<file path="config.mk">
export PLATFORM = sky130hd
export DESIGN_NAME = text_console_char_statistics
export DESIGN_NICKNAME = d
export VERILOG_FILES = /design/src/hw/rtl/tccs_pkg.sv /design/src/hw/rtl/tccs_front.sv /design/src/hw/rtl/tccs_job_fifo.sv /design/src/hw/rtl/tccs_back.sv /design/src/hw/rtl/text_console_char_statistics.sv
export SDC_FILE = /design/constraint.sdc
export NUM_CORES = 1
export LEC_CHECK = 0
export BUFFER_PORTS_ARGS = -buffer_cell sky130_fd_sc_hd__buf_2
export CORE_ASPECT_RATIO = 0.9
export CORE_MARGIN = 2
export CORE_UTILIZATION = 40
export CTS_BUF_LIST = sky130_fd_sc_hd__clkbuf_2 sky130_fd_sc_hd__clkbuf_4 sky130_fd_sc_hd__clkbuf_8
export DETAILED_ROUTE_END_ITERATION = 8
export PLACE_DENSITY_LB_ADDON = 0.05
export RECOVER_POWER = 25
export SLEW_MARGIN = 20
export SYNTH_ARGS = -nofsm -noshare
export SYNTH_HDL_FRONTEND = slang
export SYNTH_SLANG_ARGS = --single-unit
</file>
<file path="constraint.sdc">
create_clock -name clk_i -period 25.9 [get_ports clk_i]
set_clock_uncertainty 0.2 [all_clocks]
set_input_delay 0 -clock clk_i [delete_from_list [all_inputs] [get_ports clk_i]]
set_output_delay 0 -clock clk_i [all_outputs]
set_load 0.02 [all_outputs]
</file>
<file path="src/hw/rtl/tccs_pkg.sv">
// Package of the text console character statistics block.
// Holds the character codes, register indexes, action codes and the job and
// result records shared by the front, the job queue and the back. No dependencies.
package tccs_pkg;

  localparam int unsigned OUT_CNT_W  = 20;
  localparam int unsigned CFG_IDX_W  = 8;
  localparam int unsigned CFG_DATA_W = 16;

  localparam logic [CFG_IDX_W-1:0] REG_AREA_WIDTH    = 8'd0;
  localparam logic [CFG_IDX_W-1:0] REG_AREA_HEIGHT   = 8'd1;
  localparam logic [CFG_IDX_W-1:0] REG_GLYPH_ADVANCE = 8'd2;
  localparam logic [CFG_IDX_W-1:0] REG_LINE_PITCH    = 8'd3;

  localparam logic [9:0] AREA_WIDTH_RST    = 10'd319;
  localparam logic [8:0] AREA_HEIGHT_RST   = 9'd479;
  localparam logic [5:0] GLYPH_ADVANCE_RST = 6'd11;
  localparam logic [6:0] LINE_PITCH_RST    = 7'd22;

  localparam logic [7:0] CH_ZERO    = 8'd48;
  localparam logic [7:0] CH_NINE    = 8'd57;
  localparam logic [7:0] CH_LOWER_A = 8'd97;
  localparam logic [7:0] CH_LOWER_Z = 8'd122;
  localparam logic [7:0] CH_UPPER_A = 8'd65;
  localparam logic [7:0] CH_UPPER_Z = 8'd90;
  localparam logic [7:0] CH_SPACE   = 8'd32;
  localparam logic [7:0] CH_NEWLINE = 8'd10;

  typedef enum logic [1:0] {
    ACT_NONE  = 2'd0,
    ACT_DRAW  = 2'd1,
    ACT_CLEAR = 2'd2
  } action_e;

  typedef struct packed {
    logic [OUT_CNT_W-1:0] reads;
    logic [OUT_CNT_W-1:0] writes;
    logic [OUT_CNT_W-1:0] digits;
    logic [OUT_CNT_W-1:0] uppers;
    logic [OUT_CNT_W-1:0] lowers;
    logic [OUT_CNT_W-1:0] words;
  } cnt_t;

  // One classified byte; clear_next marks a glyph whose line wrap clears the area.
  typedef struct packed {
    action_e    action;
    logic [7:0] code;
    logic [9:0] x;
    logic [8:0] y;
    logic       clear_next;
    cnt_t       cnt;
  } job_t;

  typedef struct packed {
    action_e    action;
    logic [7:0] code;
    logic [9:0] x;
    logic [8:0] y;
    logic       last;
    cnt_t       cnt;
  } res_t;

endpackage

</file>
<file path="src/hw/rtl/tccs_front.sv">
// Front part: configuration registers, byte classification, saturating counters
// and text cursor. Emits one job record per accepted byte. Depends on tccs_pkg.
module tccs_front #(
  parameter int unsigned COUNT_WIDTH = 20
) (
  input  logic                            clk_i,
  input  logic                            rst_ni,
  input  logic                            cfg_valid_i,
  input  logic [tccs_pkg::CFG_IDX_W-1:0]  cfg_index_i,
  input  logic [tccs_pkg::CFG_DATA_W-1:0] cfg_data_i,
  input  logic                            push_i,
  input  logic [7:0]                      rx_byte_i,
  output tccs_pkg::job_t                  job_o
);

  localparam logic [COUNT_WIDTH-1:0] CNT_MAX = {COUNT_WIDTH{1'b1}};

  logic [9:0] area_width_q;
  logic [8:0] area_height_q;
  logic [5:0] glyph_advance_q;
  logic [6:0] line_pitch_q;

  logic [9:0] cursor_x_q, cursor_x_d;
  logic [8:0] cursor_y_q, cursor_y_d;
  logic [7:0] prev_q;

  logic [COUNT_WIDTH-1:0] reads_q, reads_d, writes_q, writes_d;
  logic [COUNT_WIDTH-1:0] digits_q, digits_d, uppers_q, uppers_d;
  logic [COUNT_WIDTH-1:0] lowers_q, lowers_d, spaces_q, spaces_d;
  logic [COUNT_WIDTH-1:0] words_q, words_d;

  logic        is_digit, is_lower, is_upper, is_space_run, is_newline;
  logic [9:0]  y_step;
  logic [10:0] y_test;
  logic [10:0] x_test;
  logic        screen_wrap, line_wrap;
  logic [8:0]  y_line;

  always_comb begin
    is_digit     = (rx_byte_i >= tccs_pkg::CH_ZERO) && (rx_byte_i <= tccs_pkg::CH_NINE);
    is_lower     = (rx_byte_i >= tccs_pkg::CH_LOWER_A) && (rx_byte_i <= tccs_pkg::CH_LOWER_Z);
    is_upper     = (rx_byte_i >= tccs_pkg::CH_UPPER_A) && (rx_byte_i <= tccs_pkg::CH_UPPER_Z);
    is_space_run = (rx_byte_i == tccs_pkg::CH_SPACE) && (prev_q != tccs_pkg::CH_SPACE);
    is_newline   = (rx_byte_i == tccs_pkg::CH_NEWLINE);

    reads_d  = (reads_q != CNT_MAX) ? reads_q + 1'b1 : reads_q;
    writes_d = (!is_newline && writes_q != CNT_MAX) ? writes_q + 1'b1 : writes_q;
    digits_d = (is_digit && digits_q != CNT_MAX) ? digits_q + 1'b1 : digits_q;
    lowers_d = (is_lower && lowers_q != CNT_MAX) ? lowers_q + 1'b1 : lowers_q;
    uppers_d = (is_upper && uppers_q != CNT_MAX) ? uppers_q + 1'b1 : uppers_q;
    spaces_d = (is_space_run && spaces_q != CNT_MAX) ? spaces_q + 1'b1 : spaces_q;
    words_d  = words_q;
    if (is_space_run) begin
      words_d = (spaces_d != CNT_MAX) ? spaces_d + 1'b1 : spaces_d;
    end

    // A line step lands at row + pitch unless the next line would pass the bottom.
    y_step      = {1'b0, cursor_y_q} + {3'b000, line_pitch_q};
    y_test      = {1'b0, y_step} + {4'b0000, line_pitch_q};
    screen_wrap = y_test > {2'b00, area_height_q};
    y_line      = screen_wrap ? 9'd0 : y_step[8:0];
    x_test      = {1'b0, cursor_x_q} + {4'b0000, line_pitch_q};
    line_wrap   = x_test > {1'b0, area_width_q};

    job_o.code       = 8'd0;
    job_o.x          = 10'd0;
    job_o.y          = 9'd0;
    job_o.clear_next = 1'b0;
    if (is_newline) begin
      job_o.action = screen_wrap ? tccs_pkg::ACT_CLEAR : tccs_pkg::ACT_NONE;
      cursor_x_d   = 10'd0;
      cursor_y_d   = y_line;
    end else begin
      job_o.action = tccs_pkg::ACT_DRAW;
      job_o.code   = rx_byte_i;
      job_o.x      = cursor_x_q;
      job_o.y      = cursor_y_q;
      if (line_wrap) begin
        job_o.clear_next = screen_wrap;
        cursor_x_d       = 10'd0;
        cursor_y_d       = y_line;
      end else begin
        cursor_x_d = cursor_x_q + {4'b0000, glyph_advance_q};
        cursor_y_d = cursor_y_q;
      end
    end

    job_o.cnt.reads  = tccs_pkg::OUT_CNT_W'(reads_d);
    job_o.cnt.writes = tccs_pkg::OUT_CNT_W'(writes_d);
    job_o.cnt.digits = tccs_pkg::OUT_CNT_W'(digits_d);
    job_o.cnt.uppers = tccs_pkg::OUT_CNT_W'(uppers_d);
    job_o.cnt.lowers = tccs_pkg::OUT_CNT_W'(lowers_d);
    job_o.cnt.words  = tccs_pkg::OUT_CNT_W'(words_d);
  end

  always_ff @(posedge clk_i or negedge rst_ni) begin
    if (!rst_ni) begin
      area_width_q    <= tccs_pkg::AREA_WIDTH_RST;
      area_height_q   <= tccs_pkg::AREA_HEIGHT_RST;
      glyph_advance_q <= tccs_pkg::GLYPH_ADVANCE_RST;
      line_pitch_q    <= tccs_pkg::LINE_PITCH_RST;
    end else if (cfg_valid_i) begin
      unique case (cfg_index_i)
        tccs_pkg::REG_AREA_WIDTH:    area_width_q    <= cfg_data_i[9:0];
        tccs_pkg::REG_AREA_HEIGHT:   area_height_q   <= cfg_data_i[8:0];
        tccs_pkg::REG_GLYPH_ADVANCE: glyph_advance_q <= cfg_data_i[5:0];
        tccs_pkg::REG_LINE_PITCH:    line_pitch_q    <= cfg_data_i[6:0];
        default: ;
      endcase
    end
  end

  always_ff @(posedge clk_i or negedge rst_ni) begin
    if (!rst_ni) begin
      cursor_x_q <= 10'd1;
      cursor_y_q <= 9'd1;
      prev_q     <= 8'd0;
      reads_q    <= '0;
      writes_q   <= '0;
      digits_q   <= '0;
      uppers_q   <= '0;
      lowers_q   <= '0;
      spaces_q   <= '0;
      words_q    <= '0;
    end else if (push_i) begin
      cursor_x_q <= cursor_x_d;
      cursor_y_q <= cursor_y_d;
      prev_q     <= rx_byte_i;
      reads_q    <= reads_d;
      writes_q   <= writes_d;
      digits_q   <= digits_d;
      uppers_q   <= uppers_d;
      lowers_q   <= lowers_d;
      spaces_q   <= spaces_d;
      words_q    <= words_d;
    end
  end

  assert property (@(posedge clk_i) disable iff (!rst_ni)
    job_o.clear_next |-> (job_o.action == tccs_pkg::ACT_DRAW))
    else $error("clear follow-up flagged on a job that draws no glyph");

endmodule

</file>
<file path="src/hw/rtl/tccs_job_fifo.sv">
// Two-entry queue of job records between the front and the back.
// Depends on tccs_pkg.
module tccs_job_fifo (
  input  logic           clk_i,
  input  logic           rst_ni,
  input  logic           push_i,
  input  tccs_pkg::job_t job_i,
  output logic           full_o,
  input  logic           pop_i,
  output logic           empty_o,
  output tccs_pkg::job_t job_o
);

  localparam int unsigned DEPTH = 2;
  localparam int unsigned PTR_W = $clog2(DEPTH);
  localparam int unsigned CNT_W = $clog2(DEPTH + 1);

  tccs_pkg::job_t   entry_q [DEPTH];
  logic [PTR_W-1:0] wr_ptr_q, rd_ptr_q;
  logic [CNT_W-1:0] count_q;

  assign full_o  = (count_q == CNT_W'(DEPTH));
  assign empty_o = (count_q == '0);
  assign job_o   = entry_q[rd_ptr_q];

  always_ff @(posedge clk_i) begin
    if (push_i) begin
      entry_q[wr_ptr_q] <= job_i;
    end
  end

  always_ff @(posedge clk_i or negedge rst_ni) begin
    if (!rst_ni) begin
      wr_ptr_q <= '0;
      rd_ptr_q <= '0;
      count_q  <= '0;
    end else begin
      if (push_i) begin
        wr_ptr_q <= (wr_ptr_q == PTR_W'(DEPTH - 1)) ? '0 : wr_ptr_q + 1'b1;
      end
      if (pop_i) begin
        rd_ptr_q <= (rd_ptr_q == PTR_W'(DEPTH - 1)) ? '0 : rd_ptr_q + 1'b1;
      end
      if (push_i && !pop_i) begin
        count_q <= count_q + 1'b1;
      end else if (pop_i && !push_i) begin
        count_q <= count_q - 1'b1;
      end
    end
  end

  assert property (@(posedge clk_i) disable iff (!rst_ni)
    count_q <= CNT_W'(DEPTH))
    else $error("job queue holds more entries than it has");

endmodule

</file>
<file path="src/hw/rtl/tccs_back.sv">
// Back part: turns each job into one or two results and holds the oldest
// result in an output register until it is taken. Depends on tccs_pkg.
module tccs_back (
  input  logic           clk_i,
  input  logic           rst_ni,
  input  logic           job_empty_i,
  input  tccs_pkg::job_t job_i,
  output logic           job_pop_o,
  input  logic           pop_i,
  output logic           empty_o,
  output tccs_pkg::res_t res_o
);

  tccs_pkg::res_t out_q, out_d;
  logic           out_valid_q, out_valid_d;
  logic           pend_q, pend_d;
  logic           slot_free;

  always_comb begin
    slot_free   = !out_valid_q || pop_i;
    job_pop_o   = slot_free && !pend_q && !job_empty_i;
    out_d       = out_q;
    out_valid_d = out_valid_q;
    pend_d      = pend_q;
    if (slot_free) begin
      if (pend_q) begin
        // The clear request after a wrapped glyph keeps the glyph's counters.
        out_d.action = tccs_pkg::ACT_CLEAR;
        out_d.code   = 8'd0;
        out_d.x      = 10'd0;
        out_d.y      = 9'd0;
        out_d.last   = 1'b1;
        out_valid_d  = 1'b1;
        pend_d       = 1'b0;
      end else if (!job_empty_i) begin
        out_d.action = job_i.action;
        out_d.code   = job_i.code;
        out_d.x      = job_i.x;
        out_d.y      = job_i.y;
        out_d.last   = !job_i.clear_next;
        out_d.cnt    = job_i.cnt;
        out_valid_d  = 1'b1;
        pend_d       = job_i.clear_next;
      end else begin
        out_valid_d = 1'b0;
      end
    end
  end

  always_ff @(posedge clk_i) begin
    out_q <= out_d;
  end

  always_ff @(posedge clk_i or negedge rst_ni) begin
    if (!rst_ni) begin
      out_valid_q <= 1'b0;
      pend_q      <= 1'b0;
    end else begin
      out_valid_q <= out_valid_d;
      pend_q      <= pend_d;
    end
  end

  assign empty_o = !out_valid_q;
  assign res_o   = out_q;

  assert property (@(posedge clk_i) disable iff (!rst_ni)
    pend_q |-> (out_valid_q && !out_q.last && out_q.action == tccs_pkg::ACT_DRAW))
    else $error("pending clear without a wrapped glyph on the output");

  assert property (@(posedge clk_i) disable iff (!rst_ni)
    (pop_i && out_valid_q && pend_q) |=>
      (out_valid_q && out_q.last && out_q.action == tccs_pkg::ACT_CLEAR))
    else $error("clear request did not follow its wrapped glyph");

endmodule

</file>
<file path="src/hw/rtl/text_console_char_statistics.sv">
// Top level of the text console character statistics block.
// Usage:
//   Input bytes enter through push/full; a byte is taken at a clock edge with
//   push high and full low. Results leave through empty/pop; the oldest result
//   sits on the result ports while empty is low and is taken with pop.
//   Each byte gives one result, or two when a glyph wraps past the bottom of the
//   area (draw request with last low, then a clear request with last high).
//   Registers are written through cfg_valid_i/cfg_ready_o, by the user only while the
//   block is idle (not enforced); cfg_ready_o is always high, unknown indexes dropped.
// Timing:
//   The front classifies a byte and updates counters and cursor in the cycle
//   it is taken, so a new byte can be pushed every cycle while full is low. The
//   back drains one result per cycle while pop is high; a result passes the job
//   queue and then the output register. Sustained rate is one byte per cycle for
//   one-result bytes; a wrapping glyph also holds the single output register for
//   its clear request. With pop held low the two-entry job queue fills and full rises.
// Reset:
//   Registers return to their defaults, cursor to (1,1), counters to zero and
//   all queues empty. Depends on tccs_pkg, tccs_front, tccs_job_fifo, tccs_back.
module text_console_char_statistics #(
  parameter int unsigned COUNT_WIDTH = 20
) (
  input  logic                            clk_i,
  input  logic                            rst_ni,
  input  logic                            cfg_valid_i,
  output logic                            cfg_ready_o,
  input  logic [tccs_pkg::CFG_IDX_W-1:0]  cfg_index_i,
  input  logic [tccs_pkg::CFG_DATA_W-1:0] cfg_data_i,
  input  logic                            push,
  output logic                            full,
  input  logic [7:0]                      rx_byte_i,
  output logic                            empty,
  input  logic                            pop,
  output logic [1:0]                      action_o,
  output logic [7:0]                      glyph_code_o,
  output logic [9:0]                      glyph_x_o,
  output logic [8:0]                      glyph_y_o,
  output logic                            last_o,
  output logic [tccs_pkg::OUT_CNT_W-1:0]  read_count_o,
  output logic [tccs_pkg::OUT_CNT_W-1:0]  write_count_o,
  output logic [tccs_pkg::OUT_CNT_W-1:0]  digit_count_o,
  output logic [tccs_pkg::OUT_CNT_W-1:0]  upper_count_o,
  output logic [tccs_pkg::OUT_CNT_W-1:0]  lower_count_o,
  output logic [tccs_pkg::OUT_CNT_W-1:0]  word_count_o
);

  tccs_pkg::job_t front_job, queue_job;
  tccs_pkg::res_t res;
  logic           accept, queue_empty, queue_pop;

  assign cfg_ready_o = 1'b1;
  assign accept      = push && !full;

  tccs_front #(
    .COUNT_WIDTH(COUNT_WIDTH)
  ) u_front (
    .clk_i       (clk_i),
    .rst_ni      (rst_ni),
    .cfg_valid_i (cfg_valid_i && cfg_ready_o),
    .cfg_index_i (cfg_index_i),
    .cfg_data_i  (cfg_data_i),
    .push_i      (accept),
    .rx_byte_i   (rx_byte_i),
    .job_o       (front_job)
  );

  tccs_job_fifo u_job_fifo (
    .clk_i   (clk_i),
    .rst_ni  (rst_ni),
    .push_i  (accept),
    .job_i   (front_job),
    .full_o  (full),
    .pop_i   (queue_pop),
    .empty_o (queue_empty),
    .job_o   (queue_job)
  );

  tccs_back u_back (
    .clk_i       (clk_i),
    .rst_ni      (rst_ni),
    .job_empty_i (queue_empty),
    .job_i       (queue_job),
    .job_pop_o   (queue_pop),
    .pop_i       (pop),
    .empty_o     (empty),
    .res_o       (res)
  );

  assign action_o      = res.action;
  assign glyph_code_o  = res.code;
  assign glyph_x_o     = res.x;
  assign glyph_y_o     = res.y;
  assign last_o        = res.last;
  assign read_count_o  = res.cnt.reads;
  assign write_count_o = res.cnt.writes;
  assign digit_count_o = res.cnt.digits;
  assign upper_count_o = res.cnt.uppers;
  assign lower_count_o = res.cnt.lowers;
  assign word_count_o  = res.cnt.words;

endmodule

</file>
---- Word level (Yosys, flattened, before mapping) ----
Memories as Yosys holds them, arrays and structs flattened.
Index checks and enable logic that the tools add are counted.
word-level totals
  memory bits (read-only) ................. 0
  input port bits ......................... 37
  output and inout bits ................... 153
  logic and storage cells ................. 133
  memories ................................ 1
  memory bits (writable) .................. 300
  bits in registers ....................... 355
  bits in latches ......................... 0
cells by class
  shift operators ......................... 0
  div/mod/pow operators ................... 0
  multipliers ............................. 0
  reduce and logical (&&, ||, !) cells .... 34
  add/subtract/negate cells ............... 15
  order comparisons ....................... 8
  eq/ne operators ......................... 15
  bitwise logic cells ..................... 2
  multiplexer cells ....................... 28
memories
  name                depth  width  rd ports  clocked after memory_dff  write ports  RTL line             source
  u_job_fifo.entry_q  2      150    1         0                         1            tccs_job_fifo.sv:18  tccs_pkg::job_t entry_q [DEPTH];
operators by type and width
  cell                     count
  $mux W20                 8
  $mux W150                1
  $add A20 B1 Y20 const B  7
  $ne A20 B20 Y1 const B   7
  $mux W28                 1
  $mux W9                  3
  $add A10 B7 Y11          2
  $mux W10                 2
  $eq A8 B2 Y1 const B     2
  $ge A8 B7 Y1 const B     2
  $le A8 B7 Y1 const B     2
  $logic_and A1 B1 Y1      14
  $reduce_and A2 Y1        6
  $gt A11 B10 Y1           1
  $gt A11 B9 Y1            1
  $add A10 B6 Y10          1
  $add A9 B7 Y10           1
  $mux W1                  9
  $eq A8 B1 Y1 const B     1
  $eq A8 B4 Y1 const B     1
  $eq A8 B6 Y1 const B     1
  $ge A8 B6 Y1 const B     1
  $le A8 B6 Y1 const B     1
  $logic_not A1 Y1         8
  other kinds (13)         19

---- Longest topological paths before layout ----
  depth in word-level cells ............... 7
  mapped depth ............................ 20
  depth with buffers taken out ............ 20

---- Modules after synthesis ----
From an unflattened synthesis, not the netlist that was laid out.
second synthesis, totals
  cell total of the unflattened synthesis .. 2,039
  area total of the unflattened synthesis .. 29,193.0 µm²
modules (own cells, without submodules)
  module                        sequential area each (µm²)  instances  cells an instance  area each (µm²)
  tccs_front                    5,008.6                     1          1,356              12,919.9
  tccs_job_fifo                 9,108.7                     1          483                11,375.9
  tccs_back                     4,554.4                     1          197                4,872.2
  text_console_char_statistics  0.0                         1          3                  25.0

---- Worst setup path after synthesis ----
No wires, ideal clock.
  path type ............................... register to register
  from .................................... register u_job_fifo.count_q[0]
  to ...................................... memory u_job_fifo.entry_q[0][0] in the netlist's numbering (enable)
  cell stages (with the launch flop) ...... 6
  data required time ...................... 25,038 ps
  buffers on the path ..................... 2
  setup slack ............................. 17,669 ps
  data arrival time ....................... 7,369 ps
  setup time .............................. 662 ps
  clock period less this slack ............ 8,231 ps
  path through ............................ dfrtp_1 nand2b_1 nand2_1 clkbuf_1 clkbuf_1 nor2_1
between the ends
  cells in the longest elaborated chain, start to end .. 5
ends and longest elaborated chain
  what                           RTL line                            source
  start: declaration             tccs_job_fifo.sv:20                 logic [CNT_W-1:0] count_q;
  start signal: assignment       tccs_job_fifo.sv:45                 count_q <= count_q + 1'b1;
  start signal: assignment       tccs_job_fifo.sv:47                 count_q <= count_q - 1'b1;
  $eq A2 B2 Y1                   tccs_job_fifo.sv:22                 assign full_o = (count_q == CNT_W'(DEPTH));
  $logic_not A1 Y1               text_console_char_statistics.sv:52  assign accept = push && !full;
  $logic_and A1 B1 Y1            text_console_char_statistics.sv:52
  $mux W1                        tccs_job_fifo.sv:27                 if (push_i) begin
  $mux W1 (implied by the code)  tccs_job_fifo.sv:28                 entry_q[wr_ptr_q] <= job_i;
  end: declaration               tccs_job_fifo.sv:18
No other way between the ends.

==> results.txt <==
Crit. End Element: asynchronous set/reset pin
Max-slew headroom: -2.50
Placed cells: 3192
Cell taking the most area after synthesis: edfxtp_1
RR Startpoint: u_front.line_pitch_q[0]
Fin. Hold Viols: 0
DR pass1 iterations: 5
Initial Util: 0.402
Crit share post-route: 0.228
Status: finished with violations
Critical Setup Path Class: primary input to asynchronous set/reset pin
Power Total: 3.29 mW
FF-to-FF path depth: 20
Part of the power in registers: 0.488
RSZ-0062 raised after global routing: false
Vias: 16800
HPWL after DPL: 38000 um
Clock share of power: 0.283
Sequential area share after synthesis: 0.651
Final WS setup: 19.99 ns
Combinational power share: 0.229
Area contributors post-synth: edfxtp_1 47%, dfrtp_1 16%, mux2_2 6.0%
Internal: 2.26 mW
Clk root buf: clkbuf_8
Die height: 258 um
Synth Instances: 2128
Vias in the first global route: 17400
EDFF count, synth: 450
Synth warn: 0
Top cells by count, synth: 450 x edfxtp_1, 214 x nand2_1, 182 x dfrtp_1, 157 x nor2_1, 152 x mux2_2
Worst slack, placed: 20.53 ns
Drt wl/cell: 17.4 um
Drc violations: 0
Post-CTS Resized: 0
Layout area overhead: 16.1%
I/O Pins: 190
GRT overflow: 0
WP data required: 25.23 ns
Static leakage: 13.0 nW
CP max stage delay: 3.63 ns
Net Count, Synth: 2224
Failing checks: capacitance limit, slew limit
Sw Ratio: 0.314
Post-CTS Setup Bufs: 0
Reg clk slew, reported paths: 0.06 ns
Max Fclk: 0.169 GHz
Min Tclk post-route: 5.91 ns
Psw: 1.03 mW
Final wirelength: 60200 um
Nature of the critical path startpoint: primary input
Post-route ant nets: 0
Power per cell area: 98.7 nW/um2
Post-synth cell types: 78
First-pass GRT wire length: 95100 um
Routability cong.: 0.801
Endpoints failing setup: 0
Detailed Route Iter0 Violations: 847
Hold path depth: 3
Yosys top cell area share: 0.471
FF-to-FF setup slack: 20.43 ns
CTS Buf Count: 110
Reg2reg end: u_front.cursor_y_q[8]
Synthesized cell area: 28700 um2
Mapped Avg Cell Area: 13.5 um2
Initial antenna violation count: 2
CTS tree: done
Cell Rows: 93
Slew @ Worst Pin: 5.25 ns
Crit-path cells: dlygate4sd3_1 -> dlygate4sd3_1 -> clkbuf_1 -> clkbuf_1
CTS Sinks: 655
Final instance count without filler cells: 3465
Vias/cell: 4.85
Worst Hold Path EP: u_job_fifo.entry_q[0][143]
Layout cell share with drive strength beyond 1: 0.177
Critical path's slowest cell: clkbuf_1
Start point of the worst hold path: rx_byte_i[3]
Ys async rst share: 0.313
Setup TNS: 0 ns
# port buffers: 182
CTS H-tree lvls: 3
Die area: 73900 um2
CTS max path bufs: 3
Worst min path class: primary input to flip-flop
Most frequent cell after synthesis: edfxtp_1
Slew Limit Fails: 210
Core area: 71300 um2
Max IR drop VDD: 0.0000433 V
Total track usage: 0.164
WP data arrival: 5.24 ns
Max-cap viol count: 3
#FFs+latches synth: 655
Worst-path fanout max: 89
Die Wd: 286 um
Layout Nets: 2513
Worst skew pair latency: 0.72 ns
Largest net degree at the start of global routing: 90
Top_reg_cell synth: edfxtp_1
final cells by class:
| type | instances | area (um2) |
|---|---|---|
| inverters | 54 | 203 |
| clock buffers | 174 | 2060 |
| well taps | 950 | 1190 |
| fillers | 6531 | 38000 |
| multi-input cells | 1331 | 9470 |
| flip-flops and latches | 655 | 18700 |
| repair buffers | 265 | 1500 |
| diodes | 3 | 7.51 |
| clock inverters | 33 | 209 |
state kept, by name, summed over array words and instances, names as in the netlist, 10 cells and up:
signal	cells
u_job_fifo.entry_q	300
u_back.res_o	150
u_front.digits_q	20
u_front.lowers_q	20
u_front.reads_q	20
u_front.spaces_q	20
u_front.uppers_q	20
u_front.words_q	20
u_front.writes_q	20
u_front.area_width_q	10
u_front.cursor_x_q	10
routing by layer:
metal / global-route usage / vias up / share of wire
met5: 0 / - / 0
met4: 0.0487 / 0 / 0.022
met3: 0.0337 / 104 / 0.037
met2: 0.277 / 251 / 0.49
met1: 0.214 / 8208 / 0.45
li1: - / 8245 / -
what timing repair did:
action / CTS / global route
hold buffers: 63 / 0
endpoints found under the hold margin: 334 / 0
setup endpoints to repair: 0 / 0
critical path, delay by kind of cell:
family                 cells  cell delay (ns)
buffers and inverters      4             5.06
logic make-up after synthesis:
kind of cell             after synthesis  synth area share
other                                  1          0.000131
multiplexers                         184            0.0708
XOR/XNOR                             263            0.0803
adder cells (fa/ha/maj)               59            0.0268
flip-flops                           655             0.651
buffers and inverters                142            0.0203
AO/OA/AOI/OAI                        188            0.0435
AND/OR/NAND/NOR                      636             0.108
cells in the final DEF (no fill, tap or decap), types with 55 or more instances in the layout:
cell,synthesis,final
clkbuf_1,52,160
clkbuf_8,0,121
dfrtp_1,182,182
dlygate4sd3_1,0,62
edfxtp_1,450,450
ha_1,55,55
mux2_2,152,151
nand2_1,214,213
nand3_1,66,66
nor2_1,157,154
xnor2_1,146,146
xor2_1,117,117
per-stage QoR:
step                      cell area (um2)  utilization  hold slack (ns)
final                               33300        0.467            0.140
after global routing                33300        0.467           0.0991
after CTS                           33600        0.471           0.0734
after detailed placement            30600        0.430           -0.126
after global placement              30600        0.429           -0.133
after floorplan                     28700            -           -0.496
power groups by stage:
| stage | clock network [mW] | logic (mW) | registers, mW |
|---|---|---|---|
| 3_3_place_gp | 0 | 0.781 | 1.62 |
| 6_report | 0.931 | 0.753 | 1.60 |
| 4_1_cts | 0.968 | 0.801 | 1.61 |
| 5_1_grt | 1.02 | 0.828 | 1.63 |
| 2_1_floorplan | 0 | 0.405 | 1.74 |
| 3_5_place_dp | 0 | 0.789 | 1.63 |
worst max-delay path by stage:
stage | start | to | slack, ns | cells after the start
after floorplan | u_job_fifo.count_q[0] | u_job_fifo.entry_q[0][0] | 17.67 | 5
after global placement | u_front.line_pitch_q[0] | u_front.cursor_y_q[8] | 20.58 | 20
after detailed placement | u_front.line_pitch_q[0] | u_front.cursor_y_q[8] | 20.53 | 20
after CTS | u_front.line_pitch_q[0] | u_front.cursor_y_q[8] | 20.50 | 20
after global routing | rst_ni | u_front.lowers_q[6] | 18.83 | 4
final | rst_ni | u_front.lowers_q[6] | 19.99 | 4
(Power assumes the default switching activity.)
